**config.mk**
```make
export PLATFORM = sky130hd
export DESIGN_NAME = bus_voltage_fault_monitor
export DESIGN_NICKNAME = d
export VERILOG_FILES = /design/src/bvfm_pkg.sv /design/src/bvfm_cfg_regs.sv /design/src/bvfm_check.sv /design/src/bus_voltage_fault_monitor.sv
export VERILOG_INCLUDE_DIRS = /design/src /design/src/src
export SDC_FILE = /design/constraint.sdc
export NUM_CORES = 1
export LEC_CHECK = 0
export ABC_CLOCK_PERIOD_IN_PS = 11000
export BUFFER_PORTS_ARGS = -buffer_cell sky130_fd_sc_hd__buf_2
export CAP_MARGIN = 15
export CORE_UTILIZATION = 50
export CTS_CLUSTER_DIAMETER = 200
export DETAILED_ROUTE_END_ITERATION = 7
export PLACE_DENSITY = 0.75
export SETUP_SLACK_MARGIN = 0.05
export SYNTH_ARGS = -nofsm -noshare
export SYNTH_HDL_FRONTEND = slang
export SYNTH_SLANG_ARGS = --single-unit
export TNS_END_PERCENT = 10
```
**constraint.sdc**
```tcl
create_clock -name clk -period 11 [get_ports clk]
set_clock_uncertainty 0.15 [all_clocks]
set_input_delay 0.55 -clock clk [delete_from_list [all_inputs] [get_ports clk]]
set_output_delay 0.55 -clock clk [all_outputs]
set_load 0.02 [all_outputs]
```
**src/bus_voltage_fault_monitor_macros.svh**
```systemverilog
// Assertion macros shared by the bus voltage fault monitor.
`ifndef BUS_VOLTAGE_FAULT_MONITOR_MACROS_SVH
`define BUS_VOLTAGE_FAULT_MONITOR_MACROS_SVH

// Checked on every rising edge outside of reset.
`define BVFM_ASSERT(lbl, prop, msg) \
  lbl: assert property (@(posedge clk) disable iff (rst) prop) else $error(msg);

// Checked on every rising edge, reset included.
`define BVFM_ASSERT_ALWAYS(lbl, prop, msg) \
  lbl: assert property (@(posedge clk) prop) else $error(msg);

`endif

```
**src/bvfm_pkg.sv**
```systemverilog
// Types, codes and constants of the bus voltage fault monitor.
`timescale 1ns / 1ps
package bvfm_pkg;

  localparam int ADC_BITS = 12;
  localparam int FIELD_W  = 12;
  localparam int CMP_W    = (ADC_BITS > FIELD_W) ? ADC_BITS : FIELD_W;
  localparam int PCT_W    = 7;
  localparam int PROD_W   = CMP_W + PCT_W;
  localparam int OV_CNT_W = 8;
  localparam int UV_CNT_W = 16;
  localparam int CFG_DATA_W = 16;
  localparam int CFG_IDX_W  = 3;

  localparam logic [OV_CNT_W-1:0] OV_SAT       = 8'd255;
  localparam logic [FIELD_W-1:0]  UV_LOW_SPEED = 12'd200;
  localparam logic [PCT_W-1:0]    PCT_SCALE    = 7'd100;

  localparam logic [1:0] MODE_START = 2'd1;
  localparam logic [1:0] MODE_PID   = 2'd2;

  localparam logic [1:0] FAULT_NONE = 2'd0;
  localparam logic [1:0] FAULT_OV   = 2'd1;
  localparam logic [1:0] FAULT_UV   = 2'd2;

  localparam logic [CFG_IDX_W-1:0] REG_OV_THRESHOLD      = 3'd0;
  localparam logic [CFG_IDX_W-1:0] REG_OV_TRIP_COUNT     = 3'd1;
  localparam logic [CFG_IDX_W-1:0] REG_UV_PERCENT        = 3'd2;
  localparam logic [CFG_IDX_W-1:0] REG_UV_SAT_PERCENT    = 3'd3;
  localparam logic [CFG_IDX_W-1:0] REG_UV_TRIP_COUNT     = 3'd4;
  localparam logic [CFG_IDX_W-1:0] REG_UV_SAT_TRIP_COUNT = 3'd5;
  localparam logic [CFG_IDX_W-1:0] REG_SAT_LOW_SPEED     = 3'd6;
  localparam logic [CFG_IDX_W-1:0] REG_PWM_SAT_LEVEL     = 3'd7;

  typedef struct packed {
    logic [ADC_BITS-1:0] bus_high_adc;
    logic [ADC_BITS-1:0] bus_low_adc;
    logic [1:0]          motor_mode;
    logic [FIELD_W-1:0]  pwm_duty;
    logic [FIELD_W-1:0]  speed_scale;
    logic [FIELD_W-1:0]  target_voltage;
  } in_t;

  typedef struct packed {
    logic [1:0]          fault_code;
    logic [ADC_BITS-1:0] bus_voltage;
  } out_t;

  typedef struct packed {
    logic [FIELD_W-1:0]  ov_threshold;
    logic [OV_CNT_W-1:0] ov_trip_count;
    logic [PCT_W-1:0]    uv_percent;
    logic [PCT_W-1:0]    uv_sat_percent;
    logic [UV_CNT_W-1:0] uv_trip_count;
    logic [UV_CNT_W-1:0] uv_sat_trip_count;
    logic [FIELD_W-1:0]  sat_low_speed;
    logic [FIELD_W-1:0]  pwm_sat_level;
  } cfg_t;

endpackage

```
**src/bvfm_cfg_regs.sv**
```systemverilog
// Configuration register bank of the bus voltage fault monitor.
`timescale 1ns / 1ps
module bvfm_cfg_regs import bvfm_pkg::*; (
  input  logic                  clk,
  input  logic                  rst,
  input  logic                  cfg_wr_en,
  input  logic [CFG_IDX_W-1:0]  cfg_index,
  input  logic [CFG_DATA_W-1:0] cfg_data,
  output cfg_t                  cfg
);

  always_ff @(posedge clk) begin
    if (rst) begin
      cfg.ov_threshold      <= 12'd928;
      cfg.ov_trip_count     <= 8'd16;
      cfg.uv_percent        <= 7'd80;
      cfg.uv_sat_percent    <= 7'd94;
      cfg.uv_trip_count     <= 16'd1440;
      cfg.uv_sat_trip_count <= 16'd3200;
      cfg.sat_low_speed     <= 12'd300;
      cfg.pwm_sat_level     <= 12'd998;
    end else if (cfg_wr_en) begin
      unique case (cfg_index)
        REG_OV_THRESHOLD:      cfg.ov_threshold      <= cfg_data[FIELD_W-1:0];
        REG_OV_TRIP_COUNT:     cfg.ov_trip_count     <= cfg_data[OV_CNT_W-1:0];
        REG_UV_PERCENT:        cfg.uv_percent        <= cfg_data[PCT_W-1:0];
        REG_UV_SAT_PERCENT:    cfg.uv_sat_percent    <= cfg_data[PCT_W-1:0];
        REG_UV_TRIP_COUNT:     cfg.uv_trip_count     <= cfg_data[UV_CNT_W-1:0];
        REG_UV_SAT_TRIP_COUNT: cfg.uv_sat_trip_count <= cfg_data[UV_CNT_W-1:0];
        REG_SAT_LOW_SPEED:     cfg.sat_low_speed     <= cfg_data[FIELD_W-1:0];
        REG_PWM_SAT_LEVEL:     cfg.pwm_sat_level     <= cfg_data[FIELD_W-1:0];
        default: ;
      endcase
    end
  end

endmodule

```
**src/bvfm_check.sv**
```systemverilog
// Bus voltage computation with the overvoltage and undervoltage counters.
`timescale 1ns / 1ps
module bvfm_check import bvfm_pkg::*; (
  input  logic clk,
  input  logic rst,
  input  logic en,
  input  in_t  item,
  input  cfg_t cfg,
  output out_t result
);

  logic [OV_CNT_W-1:0] ov_counter, ov_counter_next, ov_step;
  logic [UV_CNT_W-1:0] uv_counter, uv_counter_next, uv_inc, uv_limit;
  logic [ADC_BITS-1:0] volt;
  logic [CMP_W-1:0]    volt_ext;
  logic [PROD_W-1:0]   volt_scaled, target_scaled;
  logic [PCT_W-1:0]    pct;
  logic                sat, run_mode;
  logic [1:0]          fault;

  always_comb begin
    volt = (item.bus_high_adc > item.bus_low_adc) ?
           (item.bus_high_adc - item.bus_low_adc) : '0;
    volt_ext = CMP_W'(volt);

    // Up/down count, held within 0..255.
    if (volt_ext >= CMP_W'(cfg.ov_threshold)) begin
      ov_step = (ov_counter != OV_SAT) ? ov_counter + 1'b1 : ov_counter;
    end else begin
      ov_step = (ov_counter != '0) ? ov_counter - 1'b1 : ov_counter;
    end

    sat      = item.pwm_duty >= cfg.pwm_sat_level;
    pct      = sat ? cfg.uv_sat_percent : cfg.uv_percent;
    uv_limit = sat ? cfg.uv_sat_trip_count : cfg.uv_trip_count;
    run_mode = (item.motor_mode == MODE_START) || (item.motor_mode == MODE_PID);
    uv_inc   = (uv_counter != '1) ? uv_counter + 1'b1 : uv_counter;

    volt_scaled   = PROD_W'(volt_ext) * PROD_W'(PCT_SCALE);
    target_scaled = PROD_W'(item.target_voltage) * PROD_W'(pct);

    fault           = FAULT_NONE;
    ov_counter_next = ov_step;
    uv_counter_next = '0;
    priority if (ov_step > cfg.ov_trip_count) begin
      ov_counter_next = '0;
      fault           = FAULT_OV;
    end else if (run_mode && (volt != '0)) begin
      priority if (!sat && (item.speed_scale < UV_LOW_SPEED)) begin
        uv_counter_next = '0;
      end else if (sat && (item.speed_scale < cfg.sat_low_speed)) begin
        uv_counter_next = '0;
      end else if (volt_scaled < target_scaled) begin
        if (uv_inc > uv_limit) begin
          uv_counter_next = '0;
          fault           = FAULT_UV;
        end else begin
          uv_counter_next = uv_inc;
        end
      end else begin
        uv_counter_next = '0;
      end
    end else begin
      uv_counter_next = '0;
    end

    result.fault_code  = fault;
    result.bus_voltage = volt;
  end

  always_ff @(posedge clk) begin
    if (rst) begin
      ov_counter <= '0;
      uv_counter <= '0;
    end else if (en) begin
      ov_counter <= ov_counter_next;
      uv_counter <= uv_counter_next;
    end
  end

endmodule

```
**src/bus_voltage_fault_monitor.sv**
```systemverilog
// Top level of the bus voltage fault monitor: input register, check logic, result register.
`timescale 1ns / 1ps
// Usage
// One input word is one ADC tick: both bus node samples, the motor mode, the
// PWM duty, the speed scale and the voltage target. Each accepted word
// yields exactly one result word with the fault code and the bus voltage.
// Both channels use valid/stall; a word moves on a rising edge with valid
// high and stall low. Configuration is a plain write port (cfg_wr_en,
// cfg_index, cfg_data) and should be written only while the block is idle.
// The word is captured in an input register, the check logic and both fault
// counters work on it, and the result lands in the output register.
// Throughput is one word per cycle while the receiver does not stall, set by
// the single counter update per word in the check stage.
// When the receiver stalls, the result register holds its word; an empty input
// register still takes one more word, and only then is in_stall raised.
// Synchronous reset empties both registers, clears the two fault counters
// and loads the configuration registers with their default values.
module bus_voltage_fault_monitor import bvfm_pkg::*; (
  input  logic                  clk,
  input  logic                  rst,
  input  logic                  in_valid,
  output logic                  in_stall,
  input  in_t                   in_word,
  output logic                  out_valid,
  input  logic                  out_stall,
  output out_t                  out_word,
  input  logic                  cfg_wr_en,
  input  logic [CFG_IDX_W-1:0]  cfg_index,
  input  logic [CFG_DATA_W-1:0] cfg_data
);

  `include "bus_voltage_fault_monitor_macros.svh"

  cfg_t cfg;
  in_t  in_reg;
  out_t result;
  logic in_held;
  logic out_adv;
  logic step_en;

  bvfm_cfg_regs u_cfg (
    .clk       (clk),
    .rst       (rst),
    .cfg_wr_en (cfg_wr_en),
    .cfg_index (cfg_index),
    .cfg_data  (cfg_data),
    .cfg       (cfg)
  );

  // The result register can take a new word when it is empty or being drained.
  assign out_adv  = !out_valid || !out_stall;
  assign step_en  = in_held && out_adv;
  assign in_stall = in_held && !out_adv;

  bvfm_check u_check (
    .clk    (clk),
    .rst    (rst),
    .en     (step_en),
    .item   (in_reg),
    .cfg    (cfg),
    .result (result)
  );

  always_ff @(posedge clk) begin
    if (rst) begin
      in_held   <= 1'b0;
      out_valid <= 1'b0;
    end else begin
      if (!in_stall) begin
        in_held <= in_valid;
      end
      if (out_adv) begin
        out_valid <= in_held;
      end
    end
  end

  // Payload registers carry no reset.
  always_ff @(posedge clk) begin
    if (in_valid && !in_stall) begin
      in_reg <= in_word;
    end
    if (step_en) begin
      out_word <= result;
    end
  end

  `BVFM_ASSERT(a_stall_only_when_full, in_stall |-> (in_held && out_valid && out_stall), "input stalled without a full pipeline")
  `BVFM_ASSERT(a_uv_fault_has_voltage, (out_valid && (out_word.fault_code == FAULT_UV)) |-> (out_word.bus_voltage != '0), "undervoltage fault reported at zero bus voltage")
  `BVFM_ASSERT(a_result_follows_step, $past(step_en) |-> out_valid, "checked word did not reach the result register")
  `BVFM_ASSERT_ALWAYS(a_reset_empties, rst |=> (!out_valid && !in_held), "pipeline not empty after reset")

endmodule
```
==> impl_metrics.yaml, run 1 <==
sta:
  finalSetupViolCount: 0
  fin_crit_sh: 0.861
  drv_slew: 0
  relSlewSlack: 0.250
  fin_crit_ps: 9470
  setup_slack_ps: 1530
  max_slew.worst_pin.slew_ps: 1120
  hold_violations: 0
  rsz0062_at_grt: "no"
  setup_tns_ps: 0
  max_freq_mhz: 106
power:
  p_comb_frac: 0.523
  internal_power_mw: 1.79
  p_sw_frac: 0.413
  power_frac_clock: 0.207
  seqPwrFrac: 0.270
  p_per_area_mw_per_mm2: 199
  netSwitchingPower_mw: 1.26
  power.leakage_nw: 6.88
  ir_drop_mv: 0.147
logic_synthesis:
  synth_edf_count: 76
  synth_most_common_cell: "nand2_1"
  yosys_warnings: 0
  synth_top_cells_by_area: "dfxtp_1, edfxtp_1, ha_1"
  synthFlopType: "dfxtp_1"
  synth_top_area_frac: 0.167
  yosysTopAreaCell: "dfxtp_1"
  synth-seq-area-share: 0.331
  synth.cell_area_sq_mm: 0.0139
  netlist_top_cells_count: "nand2_1, ha_1, inv_1, a21oi_1, dfxtp_1"
  async_reset_ff_frac: 0
  syn-num-nets: 1851
  ys_types: 67
  avgSynthCellArea_sq_um: 9.08
  ys_seq_elements: 192
  syn_inst: 1532
drt:
  drc: 0
  routed_via_density: 5.43
  drt_iter0_drc: 691
  ant_nets: 0
  wirelength_um: 30400
  firstDrtPassIters: 5
  wire_per_inst_um: 15.3
  vias: 10800
clock_tree:
  clk_latency_ps: 450
  cts_hold_buf: 0
  clockBufferDepth: 2
  cts.htree.levels: 4
  clockRootBuffer: "clkbuf_16"
  cts.sinks: 192
  cts_setup_buffers: 0
  cts_resized: 0
  cts_buffers: 17
  cts_tree: "done"
  path_clk_slew_ps: 80
layout:
  fin_nets: 1924
  num-fill-cells: 2359
  drive_above_1_share: 0.0965
  final_cells: 1989
  n_antenna_cell: 0
  largest_reg_flops: 90
  area_growth_pct: 10.0
floorplanning:
  rows: 60
  die_h_um: 169
  start_util: 0.513
  core_sq_mm: 0.0271
  dieArea_sq_mm: 0.0285
  io_pins: 102
  die_w_um: 169
place:
  place_ws_ps: 1620
  placed_cells: 1957
  hpwl_um: 22800
  port_buffers: 101
  gp_congestion: 0.875
critical_path:
  arrival_ps: 9700
  cp-startpoint: "in_reg[30]"
  r2r_cells: 34
  r2r_end: "u_check.uv_counter[2]"
  max_stage_delay_ps: 880
  ff2ff_setup_slack_ps: 1530
  start_kind: "register"
  cp_max_fo: 23
  crit_required_ps: 11230
  endpoint_kind: "register"
  r2r_start: "in_reg[30]"
  criticalPathCategory: "register to register"
  cp_slowest_cell: "mux2i_1"
min_path:
  hold_depth: 1
  min_to: "in_reg[12]"
  hp-start: "in_word[12]"
  hp-class: "input pin to register"
global_route:
  antenna_found_initial: 0
  grt_pass1_wl_um: 50700
  gr-total-overflow: 0
  grt_max_degree: 70
  grt_pass1_vias: 10500
  grt_usage: 0.221
run:
  cap_viol_max_count: 0
status:
  status: "completed"
==> layout by cell type (no fill, tap or decap), types with 27 or more instances in the layout <==
master | synthesis | layout
a21oi_1 | 124 | 124
inv_1 | 150 | 150
fa_1 | 57 | 57
edfxtp_1 | 76 | 76
nand3_1 | 27 | 27
nand4_1 | 31 | 31
nand3b_1 | 28 | 28
dfxtp_1 | 116 | 116
nand2_1 | 240 | 240
nor2_1 | 61 | 61
mux2i_1 | 28 | 28
nor2b_1 | 76 | 75
buf_2 | 6 | 100
ha_1 | 176 | 176
==> through the flow <==
stage | util | hold WS (ps) | power (mW) | instance area [sq um]
2_1_floorplan | - | 282 | 2.07 | 13900
3_3_place_gp | 0.543 | 291 | 2.37 | 14700
3_5_place_dp | 0.543 | 295 | 2.42 | 14700
4_1_cts | 0.564 | 102 | 3.06 | 15300
5_1_grt | 0.565 | 102 | 3.31 | 15300
6_report | 0.565 | 115 | 3.05 | 15300
==> logic make-up (layout without fill, tap and decap cells) <==
group | Yosys count | in the layout | synth area share
compound gates | 257 | 257 | 0.118
xor+xnor | 44 | 44 | 0.0277
fa+ha+maj | 233 | 233 | 0.240
buf+inv | 204 | 289 | 0.0565
flops | 192 | 192 | 0.331
mux | 33 | 33 | 0.0242
simple gates | 569 | 569 | 0.203
==> final cells by class <==
type                       count  area, sq um  share of cell area
timing repair buffer         108          561              0.0366
tap                          372          465              0.0304
clock buffer                  20          437              0.0285
sequential                   192         4600               0.301
multi-input combinational   1136         8540               0.558
clock inverter                11          139             0.00907
inverter                     150          563              0.0368
==> power groups by stage <==
stage               Clock (mW)  Combinational [mW]  Sequential (mW)
floorplan                    0                1.23            0.834
global placement             0                1.53            0.838
detailed placement           0                1.58            0.840
CTS                      0.635                1.60            0.824
global route             0.662                1.81            0.830
finish                   0.631                1.59            0.825
==> how the worst max path moves through the flow <==
stage,endpoint,slack [ps],cells after the start
floorplan,u_check.uv_counter[11],2760,35
global placement,u_check.uv_counter[13],1860,34
detailed placement,u_check.uv_counter[12],1620,34
CTS,u_check.uv_counter[4],1520,34
global route,u_check.uv_counter[4],910,34
finish,u_check.uv_counter[2],1530,34
==> critical path, delay by kind of cell, from the launching register on <==
family,cells,cell delay (ps)
AO/OA/AOI/OAI,13,3030
adder cells (fa/ha/maj),7,2970
AND/OR/NAND/NOR,7,1190
multiplexers,1,880
buffers and inverters,5,590
flip-flops,1,380
XOR/XNOR,1,180
==> per-layer routing <==
metal | share of wire | track usage | vias to the layer above | wire (um)
met5 | 0 | 0 | - | 0
met2 | 0.44 | 0.356 | 274 | 13500
li1 | - | - | 5409 | -
met3 | 0.054 | 0.0409 | 37 | 1630
met4 | 0.018 | 0.0636 | 0 | 541
met1 | 0.48 | 0.303 | 5076 | 14700
(Power assumes the default switching activity.)
==> run 2, diff against run 1 <==
--- a/config.mk
+++ b/config.mk
@@ -12,7 +12,7 @@
 export CORE_UTILIZATION = 50
 export CTS_CLUSTER_DIAMETER = 200
 export DETAILED_ROUTE_END_ITERATION = 7
-export PLACE_DENSITY = 0.75
+export PLACE_DENSITY = 0.68
 export SETUP_SLACK_MARGIN = 0.05
 export SYNTH_ARGS = -nofsm -noshare
 export SYNTH_HDL_FRONTEND = slang
==> run 2 against run 1 <==
Against the previous run:
- maximum frequency is 1.8% lower
- die area unchanged
- hold slack better by 8.1 ps
- via count rose by 0.64%
- sequential share of layout area down 0.17 points
- highest routed layer is now met5
- largest power group unchanged
- cell count is 0.20% higher
- clock power increased by 1%
- worst setup slack worse by 170 ps
==> impl_metrics.yaml, run 2 (synthesis results as in run 1) <==
sta:
  max_freq_mhz: 104
  fin_crit_sh: 0.876
  rsz0062_at_grt: "no"
  fin_crit_ps: 9640
  max_slew.worst_pin.slew_ps: 1100
  finalSetupViolCount: 0
  hold_violations: 0
  relSlewSlack: 0.245
  drv_slew: 0
  setup_tns_ps: 0
floorplanning:
  io_pins: 102
  core_sq_mm: 0.0271
  die_h_um: 169
  start_util: 0.513
  dieArea_sq_mm: 0.0285
  die_w_um: 169
  rows: 60
global_route:
  grt_usage: 0.224
  grt_pass1_wl_um: 51400
  grt_max_degree: 73
  grt_pass1_vias: 10400
  antenna_found_initial: 1
  gr-total-overflow: 0
clock_tree:
  clk_latency_ps: 450
  clockBufferDepth: 2
  cts_resized: 0
  cts_buffers: 17
  cts_hold_buf: 0
  path_clk_slew_ps: 80
  cts.htree.levels: 4
  cts.sinks: 192
  clockRootBuffer: "clkbuf_16"
  cts_tree: "done"
  cts_setup_buffers: 0
layout:
  drive_above_1_share: 0.101
  area_growth_pct: 10.6
  final_cell_mix: "nand2_1, ha_1, inv_1"
  n_antenna_cell: 0
  fin_nets: 1927
  mostFrequentLayoutCell: "nand2_1"
  fin_area_sq_mm: 0.0154
  largest_reg_flops: 90
  num-fill-cells: 2425
critical_path:
  crit_required_ps: 11230
  endpoint_kind: "register"
  max_stage_delay_ps: 860
  start_kind: "register"
  r2r_start: "in_reg[30]"
  cp-endpoint: "u_check.uv_counter[14]"
  cp-startpoint: "in_reg[30]"
  ff2ff_setup_slack_ps: 1360
  criticalPathCategory: "register to register"
  r2r_cells: 34
  cp_max_fo: 17
  arrival_ps: 9870
  cp_slowest_cell: "mux2i_1"
  r2r_end: "u_check.uv_counter[14]"
status:
  status: "completed"
drt:
  vias: 10900
  wirelength_um: 31100
  wire_per_inst_um: 15.6
  drc: 0
  routed_via_density: 5.45
  drt_iter0_drc: 757
  firstDrtPassIters: 8
  ant_nets: 0
min_path:
  hp-class: "input pin to register"
place:
  port_buffers: 101
  hpwl_um: 23400
  place_area_sq_mm: 0.0147
  gp_congestion: 0.876
power:
  ir_drop_mv: 0.124
  p_per_area_mw_per_mm2: 199
  power.leakage_nw: 6.91
run:
  cap_viol_max_count: 0
-- run 2: cell type report --
| cell class | instances | area (sq um) | area share |
|---|---|---|---|
| Clock buffer | 17 | 425 | 0.0276 |
| Clock inverter | 15 | 185 | 0.0120 |
| Timing Repair Buffer | 111 | 611 | 0.0397 |
| Multi-Input combinational cell | 1136 | 8540 | 0.555 |
| Sequential cell | 192 | 4600 | 0.299 |
| Inverter | 150 | 563 | 0.0366 |
| Tap cell | 372 | 465 | 0.0302 |
-- run 2: worst min-delay path by stage --
stage | from | to | slack (ps) | cells after the start
final | in_word[36] | in_reg[36] | 120 | 1
after global routing | in_word[28] | in_reg[28] | 110 | 1
after CTS | in_word[30] | in_reg[30] | 110 | 1
after detailed placement | u_cfg.cfg[40] | u_cfg.cfg[40] | 300 | 2
after global placement | u_cfg.cfg[27] | u_cfg.cfg[27] | 290 | 2
after floorplan | u_cfg.cfg[12] | u_cfg.cfg[12] | 280 | 2
-- run 2: layer usage --
layer,track usage,wire length [um]
met1,0.305,14900
met2,0.368,14100
met3,0.0362,1500
met4,0.0644,601
met5,0,12
-- run 2: critical path, delay by kind of cell (launching register included) --
kind                     cells  cell delay, ps
AO/OA/AOI/OAI               13            3260
XOR/XNOR                     1             180
adder cells (fa/ha/maj)      7            2940
buffers and inverters        5             600
flip-flops                   1             390
multiplexers                 1             860
AND/OR/NAND/NOR              7            1170
-- run 2: power by group --
group,internal (mW),leakage [nW],switching [mW]
registers,0.790,1.68,0.0358
clock network,0.311,0.292,0.328
logic,0.671,4.94,0.925
-- run 2: per-stage QoR --
stage	setup WS, ps	instances	power (mW)	util	hold slack (ps)
6_report	1360	1993	3.06	0.568	123
5_1_grt	654	1993	3.34	0.568	106
4_1_cts	1330	1989	3.08	0.566	109
3_5_place_dp	1350	1957	2.42	0.543	296
3_3_place_gp	1620	1957	2.38	0.543	292
2_1_floorplan	2760	1532	2.07	-	282
